--- src/rtl/eaet_pkg.sv ---
// Shared types and constants for the echo-average edge trigger.
package eaet_pkg;

    // Configuration register indexes
    typedef enum logic [1:0] {
        CFG_SAMPLES = 2'd0,
        CFG_NEAR    = 2'd1,
        CFG_INVALID = 2'd2,
        CFG_TRIGGER = 2'd3
    } cfg_index_t;

    // Configuration register file as seen by the datapath
    typedef struct packed {
        logic [3:0]  samples_per_group;
        logic [15:0] near_limit_ticks;
        logic [15:0] invalid_limit_ticks;
        logic [3:0]  trigger_needed;
    } cfg_t;

    localparam logic [3:0]  SAMPLES_RST = 4'd5;
    localparam logic [15:0] NEAR_RST    = 16'd1457;
    localparam logic [15:0] INVALID_RST = 16'd58251;
    localparam logic [3:0]  TRIGGER_RST = 4'd3;

    // Drive orders
    typedef enum logic [1:0] {
        DRIVE_FORWARD = 2'd0,
        DRIVE_KEEP    = 2'd1,
        DRIVE_TURN    = 2'd2
    } drive_action_t;

    // Back-end sequencer
    typedef enum logic [1:0] {
        BK_IDLE,
        BK_DIV,
        BK_EMIT
    } back_state_t;

endpackage

--- src/rtl/eaet_in_if.sv ---
// Sample channel: one echo measurement per transaction.
interface eaet_in_if;
    logic        valid;
    logic        ready;
    logic [15:0] echo_ticks;
    logic        echo_missing;

    modport source (output valid, output echo_ticks, output echo_missing, input ready);
    modport sink   (input valid, input echo_ticks, input echo_missing, output ready);
endinterface

--- src/rtl/eaet_out_if.sv ---
// Result channel: one group decision per transaction.
interface eaet_out_if;
    logic        valid;
    logic        ready;
    logic [15:0] mean_ticks;
    logic        group_has_valid;
    logic [3:0]  edge_count;
    logic [1:0]  drive_action;

    modport source (output valid, output mean_ticks, output group_has_valid,
                    output edge_count, output drive_action, input ready);
    modport sink   (input valid, input mean_ticks, input group_has_valid,
                    input edge_count, input drive_action, output ready);
endinterface

--- src/rtl/eaet_cfg_if.sv ---
// Configuration write channel: register index and write data.
interface eaet_cfg_if;
    logic        valid;
    logic        ready;
    logic [1:0]  index;
    logic [15:0] data;

    modport source (output valid, output index, output data, input ready);
    modport sink   (input valid, input index, input data, output ready);
endinterface

--- src/rtl/eaet_front.sv ---
// Front end: qualify samples, accumulate the group, push group totals.
module eaet_front
    import eaet_pkg::*;
#(
    parameter int MAX_GROUP = 8,
    parameter int TICK_BITS = 16,
    parameter int SUM_W     = 19,
    parameter int CNT_W     = 4,
    parameter int IDX_W     = 3
) (
    input  logic             clk,
    input  logic             rst_n,
    eaet_in_if.sink          samples,
    input  cfg_t             cfg,
    output logic             push_valid,
    input  logic             push_ready,
    output logic [SUM_W-1:0] push_sum,
    output logic [CNT_W-1:0] push_cnt
);

    localparam logic [15:0] TICK_MASK =
        (TICK_BITS >= 16) ? 16'hFFFF : 16'((32'd1 << TICK_BITS) - 32'd1);
    localparam logic [4:0]  MAX_G = 5'(MAX_GROUP);

    logic [IDX_W-1:0] idx_reg, idx_next;
    logic [SUM_W-1:0] sum_reg, sum_next, sum_add;
    logic [CNT_W-1:0] cnt_reg, cnt_next, cnt_add;
    logic [15:0]      ticks;
    logic [4:0]       spg;
    logic [4:0]       gsize;
    logic [4:0]       idx_plus;
    logic             sample_ok;
    logic             is_last;
    logic             take;

    assign ticks     = samples.echo_ticks & TICK_MASK;
    assign sample_ok = !samples.echo_missing && (ticks < cfg.invalid_limit_ticks);

    // Clamp group size into 1..MAX_GROUP
    assign spg = {1'b0, cfg.samples_per_group};
    always_comb
    begin
        if (spg == 5'd0)
        begin
            gsize = 5'd1;
        end
        else if (spg > MAX_G)
        begin
            gsize = MAX_G;
        end
        else
        begin
            gsize = spg;
        end
    end

    assign idx_plus = 5'(idx_reg) + 5'd1;
    assign is_last  = (idx_plus >= gsize);

    assign sum_add = sum_reg + (sample_ok ? SUM_W'(ticks) : '0);
    assign cnt_add = cnt_reg + CNT_W'(sample_ok);

    // Stall only the closing sample of a group on a full queue
    assign samples.ready = !is_last || push_ready;
    assign take          = samples.valid && samples.ready;

    assign push_valid = samples.valid && is_last;
    assign push_sum   = sum_add;
    assign push_cnt   = cnt_add;

    always_comb
    begin
        idx_next = idx_reg;
        sum_next = sum_reg;
        cnt_next = cnt_reg;
        if (take)
        begin
            if (is_last)
            begin
                idx_next = '0;
                sum_next = '0;
                cnt_next = '0;
            end
            else
            begin
                idx_next = idx_reg + IDX_W'(1);
                sum_next = sum_add;
                cnt_next = cnt_add;
            end
        end
    end

    always_ff @(posedge clk or negedge rst_n)
    begin
        if (!rst_n)
        begin
            idx_reg <= '0;
            sum_reg <= '0;
            cnt_reg <= '0;
        end
        else
        begin
            idx_reg <= idx_next;
            sum_reg <= sum_next;
            cnt_reg <= cnt_next;
        end
    end

endmodule

--- src/rtl/eaet_fifo.sv ---
// Two-entry queue between front and back end.
module eaet_fifo #(
    parameter int W = 23
) (
    input  logic         clk,
    input  logic         rst_n,
    input  logic         push_valid,
    output logic         push_ready,
    input  logic [W-1:0] push_data,
    output logic         pop_valid,
    input  logic         pop_ready,
    output logic [W-1:0] pop_data
);

    logic [W-1:0] mem [2];
    logic         wr_ptr_reg, wr_ptr_next;
    logic         rd_ptr_reg, rd_ptr_next;
    logic [1:0]   count_reg, count_next;
    logic         do_push;
    logic         do_pop;

    assign push_ready = (count_reg != 2'd2);
    assign pop_valid  = (count_reg != 2'd0);
    assign pop_data   = mem[rd_ptr_reg];

    assign do_push = push_valid && push_ready;
    assign do_pop  = pop_valid && pop_ready;

    always_comb
    begin
        wr_ptr_next = do_push ? !wr_ptr_reg : wr_ptr_reg;
        rd_ptr_next = do_pop ? !rd_ptr_reg : rd_ptr_reg;
        count_next  = count_reg + 2'(do_push) - 2'(do_pop);
    end

    always_ff @(posedge clk)
    begin
        if (do_push)
        begin
            mem[wr_ptr_reg] <= push_data;
        end
    end

    always_ff @(posedge clk or negedge rst_n)
    begin
        if (!rst_n)
        begin
            wr_ptr_reg <= 1'b0;
            rd_ptr_reg <= 1'b0;
            count_reg  <= 2'd0;
        end
        else
        begin
            wr_ptr_reg <= wr_ptr_next;
            rd_ptr_reg <= rd_ptr_next;
            count_reg  <= count_next;
        end
    end

endmodule

--- src/rtl/eaet_div.sv ---
// Restoring divider, two quotient bits per cycle, narrow divisor.
module eaet_div #(
    parameter int SUM_W = 19,
    parameter int CNT_W = 4
) (
    input  logic             clk,
    input  logic             rst_n,
    input  logic             start,
    input  logic [SUM_W-1:0] dividend,
    input  logic [CNT_W-1:0] divisor,
    output logic             busy,
    output logic [15:0]      quotient
);

    localparam int STEPS = (SUM_W + 1) / 2;
    localparam int DW    = 2 * STEPS;
    localparam int SW    = $clog2(STEPS + 1);

    logic [DW-1:0]    work_reg, work_next;
    logic [CNT_W-1:0] rem_reg, rem_next;
    logic [CNT_W-1:0] dvs_reg;
    logic [SW-1:0]    step_reg, step_next;
    logic [CNT_W:0]   trial;

    assign busy     = (step_reg != '0);
    assign quotient = work_reg[15:0];

    // Two shift-subtract steps per cycle; quotient bits enter at the bottom
    always_comb
    begin
        work_next = work_reg;
        rem_next  = rem_reg;
        trial     = '0;
        for (int k = 0; k < 2; k++)
        begin
            trial     = {rem_next, work_next[DW-1]};
            work_next = {work_next[DW-2:0], 1'b0};
            if (trial >= {1'b0, dvs_reg})
            begin
                rem_next     = CNT_W'(trial - {1'b0, dvs_reg});
                work_next[0] = 1'b1;
            end
            else
            begin
                rem_next = trial[CNT_W-1:0];
            end
        end
    end

    always_comb
    begin
        step_next = step_reg;
        if (start)
        begin
            step_next = SW'(STEPS);
        end
        else if (busy)
        begin
            step_next = step_reg - SW'(1);
        end
    end

    always_ff @(posedge clk)
    begin
        if (start)
        begin
            work_reg <= DW'(dividend);
            rem_reg  <= '0;
            dvs_reg  <= divisor;
        end
        else if (busy)
        begin
            work_reg <= work_next;
            rem_reg  <= rem_next;
        end
    end

    always_ff @(posedge clk or negedge rst_n)
    begin
        if (!rst_n)
        begin
            step_reg <= '0;
        end
        else
        begin
            step_reg <= step_next;
        end
    end

endmodule

--- src/rtl/eaet_back.sv ---
// Back end: divide group totals, decide drive order, hold the result.
module eaet_back
    import eaet_pkg::*;
#(
    parameter int SUM_W = 19,
    parameter int CNT_W = 4
) (
    input  logic             clk,
    input  logic             rst_n,
    input  logic             pop_valid,
    output logic             pop_ready,
    input  logic [SUM_W-1:0] pop_sum,
    input  logic [CNT_W-1:0] pop_cnt,
    input  cfg_t             cfg,
    eaet_out_if.source       results
);

    back_state_t   state_reg, state_next;
    logic [CNT_W-1:0] cnt_reg;
    logic [3:0]    consec_reg, consec_next;
    logic          out_valid_reg, out_valid_next;
    logic [15:0]   mean_reg;
    logic          has_valid_reg;
    logic [3:0]    edge_reg;
    drive_action_t action_reg;

    logic          div_start;
    logic          div_busy;
    logic [15:0]   quotient;
    logic          out_free;
    logic          emit;
    logic          has_valid;
    logic [15:0]   mean;
    logic          is_edge;
    logic [3:0]    consec_inc;
    drive_action_t action;

    eaet_div #(
        .SUM_W (SUM_W),
        .CNT_W (CNT_W)
    ) u_div (
        .clk      (clk),
        .rst_n    (rst_n),
        .start    (div_start),
        .dividend (pop_sum),
        .divisor  (pop_cnt),
        .busy     (div_busy),
        .quotient (quotient)
    );

    assign out_free = !out_valid_reg || results.ready;

    always_comb
    begin
        state_next = state_reg;
        unique case (state_reg)
            BK_IDLE:
            begin
                if (pop_valid)
                begin
                    state_next = BK_DIV;
                end
            end
            BK_DIV:
            begin
                if (!div_busy)
                begin
                    state_next = BK_EMIT;
                end
            end
            BK_EMIT:
            begin
                if (out_free)
                begin
                    state_next = BK_IDLE;
                end
            end
            default:
            begin
                state_next = BK_IDLE;
            end
        endcase
    end

    always_comb
    begin
        pop_ready = (state_reg == BK_IDLE);
        div_start = (state_reg == BK_IDLE) && pop_valid;
        emit      = (state_reg == BK_EMIT) && out_free;
    end

    // Group decision
    always_comb
    begin
        has_valid  = (cnt_reg != '0);
        mean       = has_valid ? quotient : 16'd0;
        is_edge    = has_valid && (mean > cfg.near_limit_ticks)
                     && (mean < cfg.invalid_limit_ticks);
        consec_inc = consec_reg + 4'd1;
        if (is_edge)
        begin
            if (consec_inc >= cfg.trigger_needed)
            begin
                action      = DRIVE_TURN;
                consec_next = 4'd0;
            end
            else
            begin
                action      = DRIVE_KEEP;
                consec_next = consec_inc;
            end
        end
        else
        begin
            action      = DRIVE_FORWARD;
            consec_next = 4'd0;
        end
    end

    always_comb
    begin
        if (emit)
        begin
            out_valid_next = 1'b1;
        end
        else if (results.ready)
        begin
            out_valid_next = 1'b0;
        end
        else
        begin
            out_valid_next = out_valid_reg;
        end
    end

    always_ff @(posedge clk)
    begin
        if (div_start)
        begin
            cnt_reg <= pop_cnt;
        end
        if (emit)
        begin
            mean_reg      <= mean;
            has_valid_reg <= has_valid;
            edge_reg      <= consec_next;
            action_reg    <= action;
        end
    end

    always_ff @(posedge clk or negedge rst_n)
    begin
        if (!rst_n)
        begin
            state_reg     <= BK_IDLE;
            consec_reg    <= 4'd0;
            out_valid_reg <= 1'b0;
        end
        else
        begin
            state_reg     <= state_next;
            out_valid_reg <= out_valid_next;
            if (emit)
            begin
                consec_reg <= consec_next;
            end
        end
    end

    assign results.valid           = out_valid_reg;
    assign results.mean_ticks      = mean_reg;
    assign results.group_has_valid = has_valid_reg;
    assign results.edge_count      = edge_reg;
    assign results.drive_action    = action_reg;

endmodule

--- src/rtl/echo_average_edge_trigger.sv ---
// Throughput: one sample per cycle inside a group; the back end divides one group at a time
// with the two-bit-per-cycle divider and takes the next group only after emitting the result.
// A two-entry queue lets the front keep taking samples while a group divides.
// Reset (rst_n low, asynchronous): group state, edge count and queue clear,
// registers return to 5 / 1457 / 58251 / 3.
module echo_average_edge_trigger
    import eaet_pkg::*;
#(
    parameter int MAX_GROUP = 8,
    parameter int TICK_BITS = 16
) (
    input  logic clk,
    input  logic rst_n,
    eaet_in_if.sink    samples,
    eaet_out_if.source results,
    eaet_cfg_if.sink   cfg
);

    // Sum of up to MAX_GROUP sixteen-bit samples, and a count up to MAX_GROUP
    localparam int SUM_W = 16 + $clog2(MAX_GROUP);
    localparam int CNT_W = $clog2(MAX_GROUP + 1);
    localparam int IDX_W = (MAX_GROUP > 1) ? $clog2(MAX_GROUP) : 1;

    cfg_t             cfg_reg, cfg_next;
    logic             push_valid;
    logic             push_ready;
    logic [SUM_W-1:0] push_sum;
    logic [CNT_W-1:0] push_cnt;
    logic             pop_valid;
    logic             pop_ready;
    logic [SUM_W-1:0] pop_sum;
    logic [CNT_W-1:0] pop_cnt;

    // Register writes are always taken
    assign cfg.ready = 1'b1;

    always_comb
    begin
        cfg_next = cfg_reg;
        if (cfg.valid)
        begin
            unique case (cfg_index_t'(cfg.index))
                CFG_SAMPLES: cfg_next.samples_per_group   = cfg.data[3:0];
                CFG_NEAR:    cfg_next.near_limit_ticks    = cfg.data;
                CFG_INVALID: cfg_next.invalid_limit_ticks = cfg.data;
                CFG_TRIGGER: cfg_next.trigger_needed      = cfg.data[3:0];
                default:     cfg_next = cfg_reg;
            endcase
        end
    end

    always_ff @(posedge clk or negedge rst_n)
    begin
        if (!rst_n)
        begin
            cfg_reg.samples_per_group   <= SAMPLES_RST;
            cfg_reg.near_limit_ticks    <= NEAR_RST;
            cfg_reg.invalid_limit_ticks <= INVALID_RST;
            cfg_reg.trigger_needed      <= TRIGGER_RST;
        end
        else
        begin
            cfg_reg <= cfg_next;
        end
    end

    // Front: qualify each sample and accumulate; push totals at group end
    eaet_front #(
        .MAX_GROUP (MAX_GROUP),
        .TICK_BITS (TICK_BITS),
        .SUM_W     (SUM_W),
        .CNT_W     (CNT_W),
        .IDX_W     (IDX_W)
    ) u_front (
        .clk        (clk),
        .rst_n      (rst_n),
        .samples    (samples),
        .cfg        (cfg_reg),
        .push_valid (push_valid),
        .push_ready (push_ready),
        .push_sum   (push_sum),
        .push_cnt   (push_cnt)
    );

    // Queue: hold group totals while the back end is busy
    eaet_fifo #(
        .W (SUM_W + CNT_W)
    ) u_fifo (
        .clk        (clk),
        .rst_n      (rst_n),
        .push_valid (push_valid),
        .push_ready (push_ready),
        .push_data  ({push_sum, push_cnt}),
        .pop_valid  (pop_valid),
        .pop_ready  (pop_ready),
        .pop_data   ({pop_sum, pop_cnt})
    );

    // Back: divide, track consecutive edge groups, drive the result register
    eaet_back #(
        .SUM_W (SUM_W),
        .CNT_W (CNT_W)
    ) u_back (
        .clk       (clk),
        .rst_n     (rst_n),
        .pop_valid (pop_valid),
        .pop_ready (pop_ready),
        .pop_sum   (pop_sum),
        .pop_cnt   (pop_cnt),
        .cfg       (cfg_reg),
        .results   (results)
    );

endmodule

--- src/flat_wrapper.sv ---
// flat-port wrapper written by rule: the top's interface ports become plain ports
module echo_average_edge_trigger_flat import eaet_pkg::*;
#(
    parameter int MAX_GROUP = 8,
    parameter int TICK_BITS = 16
)
  (clk, rst_n, samples_valid, samples_echo_ticks, samples_echo_missing, samples_ready, results_valid, results_mean_ticks, results_group_has_valid, results_edge_count, results_drive_action, results_ready, cfg_valid, cfg_index, cfg_data, cfg_ready);
  eaet_in_if samples_i ();
  eaet_out_if results_i ();
  eaet_cfg_if cfg_i ();
  input  logic clk;
  input  logic rst_n;
  input wire logic [$bits(samples_i.valid)-1:0] samples_valid;
  input wire logic [$bits(samples_i.echo_ticks)-1:0] samples_echo_ticks;
  input wire logic [$bits(samples_i.echo_missing)-1:0] samples_echo_missing;
  output wire logic [$bits(samples_i.ready)-1:0] samples_ready;
  output wire logic [$bits(results_i.valid)-1:0] results_valid;
  output wire logic [$bits(results_i.mean_ticks)-1:0] results_mean_ticks;
  output wire logic [$bits(results_i.group_has_valid)-1:0] results_group_has_valid;
  output wire logic [$bits(results_i.edge_count)-1:0] results_edge_count;
  output wire logic [$bits(results_i.drive_action)-1:0] results_drive_action;
  input wire logic [$bits(results_i.ready)-1:0] results_ready;
  input wire logic [$bits(cfg_i.valid)-1:0] cfg_valid;
  input wire logic [$bits(cfg_i.index)-1:0] cfg_index;
  input wire logic [$bits(cfg_i.data)-1:0] cfg_data;
  output wire logic [$bits(cfg_i.ready)-1:0] cfg_ready;
  assign samples_i.valid = samples_valid;
  assign samples_i.echo_ticks = samples_echo_ticks;
  assign samples_i.echo_missing = samples_echo_missing;
  assign samples_ready = samples_i.ready;
  assign results_valid = results_i.valid;
  assign results_mean_ticks = results_i.mean_ticks;
  assign results_group_has_valid = results_i.group_has_valid;
  assign results_edge_count = results_i.edge_count;
  assign results_drive_action = results_i.drive_action;
  assign results_i.ready = results_ready;
  assign cfg_i.valid = cfg_valid;
  assign cfg_i.index = cfg_index;
  assign cfg_i.data = cfg_data;
  assign cfg_ready = cfg_i.ready;
  echo_average_edge_trigger #(.MAX_GROUP(MAX_GROUP), .TICK_BITS(TICK_BITS)) u_core (.clk(clk), .rst_n(rst_n), .samples(samples_i), .results(results_i), .cfg(cfg_i));
endmodule
--- config.mk ---
export PLATFORM = sky130hd
export DESIGN_NAME = echo_average_edge_trigger_flat
export DESIGN_NICKNAME = d
export VERILOG_FILES = /design/src/rtl/eaet_pkg.sv /design/src/rtl/eaet_in_if.sv /design/src/rtl/eaet_out_if.sv /design/src/rtl/eaet_cfg_if.sv /design/src/rtl/eaet_front.sv /design/src/rtl/eaet_fifo.sv /design/src/rtl/eaet_div.sv /design/src/rtl/eaet_back.sv /design/src/rtl/echo_average_edge_trigger.sv /design/src/flat_wrapper.sv
export SDC_FILE = /design/constraint.sdc
export NUM_CORES = 1
export LEC_CHECK = 0
export ABC_AREA = 1
export ABC_CLOCK_PERIOD_IN_PS = 5450
export BUFFER_PORTS_ARGS = -buffer_cell sky130_fd_sc_hd__buf_4
export CAP_MARGIN = 0
export CORE_MARGIN = 4
export CORE_UTILIZATION = 30
export CTS_BUF_LIST = sky130_fd_sc_hd__clkbuf_16
export CTS_CLUSTER_SIZE = 30
export DETAILED_ROUTE_END_ITERATION = 12
export SLEW_MARGIN = 20
export SYNTH_ARGS = -nofsm -noshare
export SYNTH_HDL_FRONTEND = slang
export SYNTH_SLANG_ARGS = --single-unit
--- constraint.sdc ---
create_clock -name clk -period 5.45 [get_ports clk]
set_input_delay 1.09 -clock clk [delete_from_list [all_inputs] [get_ports clk]]
set_output_delay 1.09 -clock clk [all_outputs]
set_load 0.03 [all_outputs]
==> metrics.md, run 1 <==
| Metric | Value |
|---|---|
| Final ANT Viol Nets | 0 |
| Antenna violations before repair | 0 |
| R2r startpoint | u_core.cfg_reg[19]$_DFFE_PN1P_ |
| Largest net degree at the start of global routing | 55 |
| Final slew viol count | 0 |
| Area delta synth->final | 15.9% |
| Routed WL | 22.5 mm |
| Clk buf depth | 2 |
| First-pass GRT wire length | 36.9 mm |
| Number of synthesized flops with an enable pin | 92 |
| WP data required | 5.64 ns |
| Post-synthesis cell area | 9660 sq um |
| H-tree depth | 4 |
| Total gr overflow | 0 |
| Clk_lat worst skew | 0.44 ns |
| Unrepaired setup endpoints after global routing | false |
| Chip width | 187 um |
| WL/cell | 14.7 um |
| Mapped Avg Cell Area | 9.23 sq um |
| Vias/cell | 4.61 |
| Final Wtd Congestion | 0.904 |
| Peak supply drop | 252 uV |
| Pleak | 0.00532 uW |
| YS warnings | 0 |
| Largest cells by area after synthesis | edfxtp_1 (29%), dfrtp_1 (16%), ha_1 (11%) |
| CP Launch Type | primary input |
| Setup_tns | 0 ns |
| Crit path kind | primary input to flop |
| Hold-fix buffers, CTS | 0 |
| Max-Cap Viols | 0 |
| Post-synth net total | 1,175 |
| Tot GR Track Use | 13.1% |
| Port Buffers | 64 |
| Initial Util | 30.5% |
| Synth cell types | 52 |
| Post-CTS sizing | 0 |
| DP HPWL | 17.1 mm |
| Worst-case reg-to-reg path depth | 17 |
| Synth area leader | edfxtp_1 |
| Layout fillers | 3,171 |
| Worst slack at placement | 1.14 ns |
| R2R Setup Slk | 1.67 ns |
| Period minus WS final | 3.88 ns |
| FMAX | 258 MHz |
| Post-Synthesis Cells | 1,047 |
| Setup crit start | samples_echo_ticks[15] |
| Initial DRT Pass Iterations | 5 |
| P per Cell Area | 520 nW/um^2 |
| Initial drt markers | 467 |
| Crit share post-route | 71.1% |
| Die span in y | 187 um |
| Layout cell share with drive strength beyond 1 | 14.2% |
| Final nets | 1,241 |
| Commonest non-fill, non-tap cell in the layout | nand2_1 |
| Most frequent cells in the layout | nand2_1 (229), inv_1 (160), nor2_1 (97) |
| DR vias | 7,039 |
| Slew HR | 43.2% |
| ANT cells | 0 |
| # setup viols final | 0 |
| Largest register FFs | 46 |
| IO Count | 66 |
| Clock sink total | 178 |
| Post-CTS Setup Bufs | 0 |
| Status | completed |
| Final worst slack | 1.57 ns |
| Vias in the first global route | 7,018 |
| Worst Hold Launch | u_core.u_back.u_div.work_reg[17]$_DFFE_PP_ |
| Clk root buf | clkbuf_16 |
| Clk slew on worst S/H paths | 0.07 ns |
| Core Area | 31,600 sq um |
| HP Class | flop to flop |
| Top cell type's share of synthesized area | 28.6% |
| Final Hold Fails | 0 |
| Min-Delay Path Depth | 2 |
| Critical Path AT | 4.06 ns |
| DR DRC count | 0 |
| Top FF cell, synth | edfxtp_1 |
| Row count | 65 |
| Endpoint of the worst hold path | u_core.u_back.u_div.work_reg[19]$_SDFFE_PP0N_ |
| Total Die Area | 35,100 sq um |
| Clk_skew | 0.0133 ns |
| CTS tree | built |
| Worst R2R End | u_core.u_fifo.mem[0][14]$_DFFE_PP_ |
| Crit. End Element | flop |
| Post-synthesis register bit count | 178 |
| Worst-Margin Slew | 0.851 ns |
| Total CTS buffers | 17 |
| Highest net fanout along the worst path | 17 |
| FFs w/ async S/R, synth | 45.5% |
| Sequential area share after synthesis | 50.9% |
-- cells in the mapped netlist (6+ instances only) --
master and n:
a21oi_1 39, o21ai_0 52, nand2_1 229, nand2_2 9, a31oi_1 20, xor2_1 14, clkbuf_1 11, nand4_1 14
nor2_1 100, and2_1 6, inv_1 159, dfstp_2 19, a22o_1 9, ha_1 85, edfxtp_1 92, dfrtp_1 62
nand3_1 31, xnor2_1 8, o21ai_1 16
-- stage by stage --
stage          instance area [sq um]  std cells  hold slack (ns)  util [%]  total power, uW
6_report                       11200       1528            0.467      35.4             5820
5_1_grt                        11200       1528            0.489      35.4             6340
2_1_floorplan                   9660       1047            0.428         -             3940
3_3_place_gp                   10600       1496            0.442      33.5             4550
3_5_place_dp                   10600       1496            0.449      33.5             4620
4_1_cts                        11200       1528            0.469      35.3             5900
-- worst max-delay path, stage by stage --
cell and delay, ns:
buf_4 0.12, ha_1 0.30, nand4_1 0.15, nor3_1 0.30, nand2_1 0.12, nand3b_2 0.32, nor2_1 0.08, ha_1 0.26
fa_1 0.42, nand2_1 0.08, nand2_1 0.06, o21ai_2 0.10, nor2_2 0.05, nor2_2 0.16, o21bai_2 0.08, or2_1 0.20
and2_4 0.14
-- power breakdown --
group / switching [uW] / internal [uW]
registers: 205 / 1940
clock network: 559 / 690
logic: 1580 / 850
total: 2350 / 3480
-- metal layers --
| layer | global-route usage [%] | up-vias | wire (um) |
|---|---|---|---|
| li1 | - | 3573 | - |
| met1 | 18.2 | 3319 | 10900 |
| met2 | 20.6 | 119 | 10400 |
| met3 | 2.09 | 28 | 707 |
| met4 | 4.74 | 0 | 533 |
| met5 | 0 | - | 0 |
-- logic make-up (layout without fill, tap and decap cells) --
logic type      after synthesis  count (layout)  share of synthesized area [%]
simple gates                417             417                           18.7
buf+inv                     184             263                           7.36
flops                       178             178                           50.9
compound gates              157             157                           9.40
fa+ha+maj                    88              88                           11.6
xor+xnor                     22              22                           1.99
other cells                   1               1                         0.0388
-- area by class of cell --
class / count / area, sq um / area share [%]
Sequential cell: 178 / 4910 / 43.9
Timing Repair Buffer: 68 / 510 / 4.56
Multi-Input combinational cell: 685 / 4060 / 36.3
Tap cell: 402 / 503 / 4.49
Clock inverter: 15 / 169 / 1.51
Clock buffer: 17 / 425 / 3.80
Inverter: 163 / 612 / 5.47
-- worst max path at each step --
| stage | end | slack (ns) | cells past startpoint |
|---|---|---|---|
| 2_1_floorplan | u_core.u_fifo.mem[0][14]$_DFFE_PP_ | 1.88 | 18 |
| 3_3_place_gp | u_core.u_fifo.mem[0][14]$_DFFE_PP_ | 1.14 | 17 |
| 3_5_place_dp | u_core.u_fifo.mem[0][14]$_DFFE_PP_ | 1.14 | 17 |
| 4_1_cts | u_core.u_fifo.mem[0][14]$_DFFE_PP_ | 1.59 | 17 |
| 5_1_grt | u_core.u_fifo.mem[0][18]$_DFFE_PP_ | 1.34 | 18 |
| 6_report | u_core.u_fifo.mem[0][14]$_DFFE_PP_ | 1.57 | 17 |
Note: power is estimated with default switching activity, not from simulation.
==> inputs of run 2 (changes only) <==
Settings changed: ABC_AREA 1 to 0, ABC_CLOCK_PERIOD_IN_PS 5450 to 3650.
Clock period 5.45 ns to 3.65 ns, I/O delays scaled along.
==> run 2 against run 1 <==
Against the previous run: global-route usage is 0.45 points lower; clock skew down 0.0023 ns; cell area grew 6.7%; sequential power increased by 51%; non-clock buffer count is 67 higher; critical path depth down 2; cell count down 13%; total power is 63% higher; highest routed layer is now met5.
==> metrics.md, run 2 <==
| Metric | Value |
|---|---|
| Total Die Area | 34,500 sq um |
| Most frequent cell after synthesis | edfxtp_1 |
| Sequential area share after synthesis | 51.8% |
| Post-synth net total | 921 |
| Switching Fraction | 36.1% |
| Synth area leader | edfxtp_1 |
| Reg power frac | 34.0% |
| Xor and xnor area share after synthesis | 2.49% |
| Vias in the first global route | 6,349 |
| P per Cell Area | 794 nW/um^2 |
| Combinational Power Share | 45.3% |
| Chip width | 186 um |
| Status | completed |
| Most frequent cells in the layout | buf_4 (130), edfxtp_1 (92), ha_1 (73) |
| Number of synthesized flops with an enable pin | 92 |
| YS warnings | 0 |
| Area delta synth->final | 25.8% |
| H-tree depth | 4 |
| Inst Count DP | 1,291 |
| DP HPWL | 16.4 mm |
| Port Buffers | 64 |
| Crit path kind | flop to flop |
| Final Wtd Congestion | 0.819 |
| Vias/cell | 4.78 |
| # setup viols final | 0 |
| Post-synthesis cell area | 9490 sq um |
| Final ANT Viol Nets | 0 |
| Clk_skew | 0.0110 ns |
| ANT cells | 0 |
| Total CTS buffers | 17 |
| Clk buf depth | 2 |
| Final Total Pwr | 9490 uW |
| Layout cell share with drive strength beyond 1 | 32.3% |
| Crit. End Element | flop |
| Peak supply drop | 321 uV |
| Mapped Avg Cell Area | 12.0 sq um |
| Critical Path AT | 3.88 ns |
| Crit share post-route | 97.8% |
| Initial Util | 30.7% |
| Largest net degree at the start of global routing | 45 |
| Clk network pwr share | 20.6% |
| CP endpoint | u_core.u_front.sum_reg[14]$_DFFE_PN0P_ |
| Mux cell area share after synthesis | 7.57% |
| Largest register FFs | 46 |
| FFs w/ async S/R, synth | 45.5% |
| Initial drt markers | 351 |
| HP Class | primary input to async pin |
| Pleak | 0.00520 uW |
| CTS tree | built |
| Slew HR | 38.0% |
| R2R Setup Slk | 0.08 ns |
| Fin area | 11,900 sq um |
| Worst-Margin Slew | 0.928 ns |
| Antenna violations before repair | 1 |
| CP Launch Type | flop |
| WL/cell | 16.4 um |
| R2r startpoint | u_core.cfg_reg[18]$_DFFE_PN1P_ |
| Max-Cap Viols | 0 |
| Top cell type's share of synthesized area | 29.1% |
| Initial DRT Pass Iterations | 5 |
| Complex-gate fraction of the synthesized area | 12.9% |
| Setup crit start | u_core.cfg_reg[18]$_DFFE_PN1P_ |
| Hold WS | 0.279 ns |
| Dpl cell area | 10,900 sq um |
| Synth cell types | 69 |
| Final Hold Fails | 0 |
| Layout fillers | 2,936 |
| Routed WL | 21.8 mm |
| Internal power | 6060 uW |
| DR DRC count | 0 |
| Highest net fanout along the worst path | 8 |
| Post-Synthesis Cells | 793 |
| Clk root buf | clkbuf_16 |
| Top FF cell, synth | edfxtp_1 |
| Largest cells by area after synthesis | edfxtp_1 (29%), dfrtp_1 (16%), ha_1 (11%) |
| IO Count | 66 |
| Total gr overflow | 0 |
| Final slew viol count | 0 |
| Clk_lat worst skew | 0.43 ns |
| Commonest non-fill, non-tap cell in the layout | buf_4 |
| Switch Pwr | 3430 uW |
| Worst R2R End | u_core.u_front.sum_reg[14]$_DFFE_PN0P_ |
| Tot GR Track Use | 12.6% |
| Clk slew on worst S/H paths | 0.07 ns |
| Simple-gate share of the synthesized area | 9.89% |
| Post-synthesis register bit count | 178 |
| Row count | 64 |
| WP data required | 3.96 ns |
| Period minus WS final | 3.57 ns |
| Clock sink total | 178 |
| Die span in y | 186 um |
| DR vias | 6,370 |
| Worst-case reg-to-reg path depth | 15 |
| FMAX | 280 MHz |
| Largest family of logic cells by synthesized area | compound AO/OA/AOI/OAI gates |
| Non-filler cells, final | 1,334 |
| Adder-cell share of the synthesized area | 11.8% |
| Final nets | 1,053 |
| Top post-synthesis cells by count | edfxtp_1 (92), ha_1 (85), inv_1 (65) |
| Setup_tns | 0 ns |
| Core Area | 30,900 sq um |
| First-pass GRT wire length | 34.0 mm |
| Unrepaired setup endpoints after global routing | true |
==> run 2: metrics by stage <==
step,utilization [%],worst slack [ns]
after floorplan,-,-0.0994
after global placement,35.3,-0.300
after detailed placement,35.3,-0.400
after CTS,37.5,0.0213
after global routing,38.6,-0.0647
final,38.6,0.0795
==> run 2: how the worst min path moves through the flow <==
| stage | slack [ns] | end | from | cells after the start |
|---|---|---|---|---|
| 2_1_floorplan | 0.43 | u_core.cfg_reg[10]$_DFFE_PN0P_ | rst_n | 0 |
| 3_3_place_gp | 0.44 | u_core.u_back.u_div.work_reg[19]$_SDFFE_PP0N_ | u_core.u_back.u_div.work_reg[19]$_SDFFE_PP0N_ | 2 |
| 3_5_place_dp | 0.45 | u_core.u_back.u_div.work_reg[19]$_SDFFE_PP0N_ | u_core.u_back.u_div.work_reg[19]$_SDFFE_PP0N_ | 2 |
| 4_1_cts | 0.30 | u_core.u_back.consec_reg[0]$_DFFE_PN0P_ | rst_n | 1 |
| 5_1_grt | 0.31 | u_core.u_back.consec_reg[0]$_DFFE_PN0P_ | rst_n | 1 |
| 6_report | 0.28 | u_core.u_back.consec_reg[0]$_DFFE_PN0P_ | rst_n | 1 |
==> run 2: power by group through the flow <==
stage	logic [uW]	clock network, uW	registers (uW)
detailed placement	4110	0	3250
global placement	4030	0	3230
CTS	4140	2010	3210
global route	4820	2090	3290
floorplan	2850	0	3190
finish	4300	1960	3230
==> run 2: timing repair <==
action | CTS | global route
endpoints found under the setup margin | 20 | 37
hold buffers | 0 | 0
hold endpoints to repair | 0 | 0
setup buffers | 0 | 11
resized for setup | 6 | 61
pin swaps | 0 | 32
==> run 2: cells by family (layout without fill, tap and decap cells) <==
family / count (synthesis) / in the layout
muxes: 66 / 66
buffers and inverters: 87 / 232
DFF: 178 / 178
AOI/OAI and AO/OA: 169 / 169
adders and majority gates: 88 / 88
and+or+nand+nor: 177 / 177
other: 1 / 1
xor gates and xnor gates: 27 / 27
==> run 2: worst max-delay path: stages (launching register included) <==
cell	delay (ns)
dfstp_2	0.56
inv_4	0.05
ha_4	0.26
nand4_1	0.15
nor2_2	0.21
o221a_4	0.32
nor3b_2	0.07
ha_2	0.20
fa_2	0.42
a211oi_4	0.28
o21ai_2	0.13
nand4_1	0.18
nand3_1	0.13
xor2_1	0.16
buf_4	0.15
a22o_1	0.20
==> run 2: layer usage <==
layer | vias up | track usage, % | routed length [um]
li1 | 3167 | - | -
met1 | 3088 | 17.2 | 10500
met2 | 87 | 20.6 | 10200
met3 | 26 | 2.03 | 715
met4 | 2 | 4.23 | 374
met5 | - | 0 | 13
==> run 2: area by class of cell <==
class | instances | area [sq um] | share of cell area [%]
Sequential cell | 178 | 4910 | 41.1
Inverter | 65 | 246 | 2.06
Clock inverter | 15 | 203 | 1.70
Timing Repair Buffer | 135 | 1050 | 8.82
Multi-Input combinational cell | 528 | 4600 | 38.6
Clock buffer | 17 | 425 | 3.56
Tap cell | 396 | 495 | 4.15
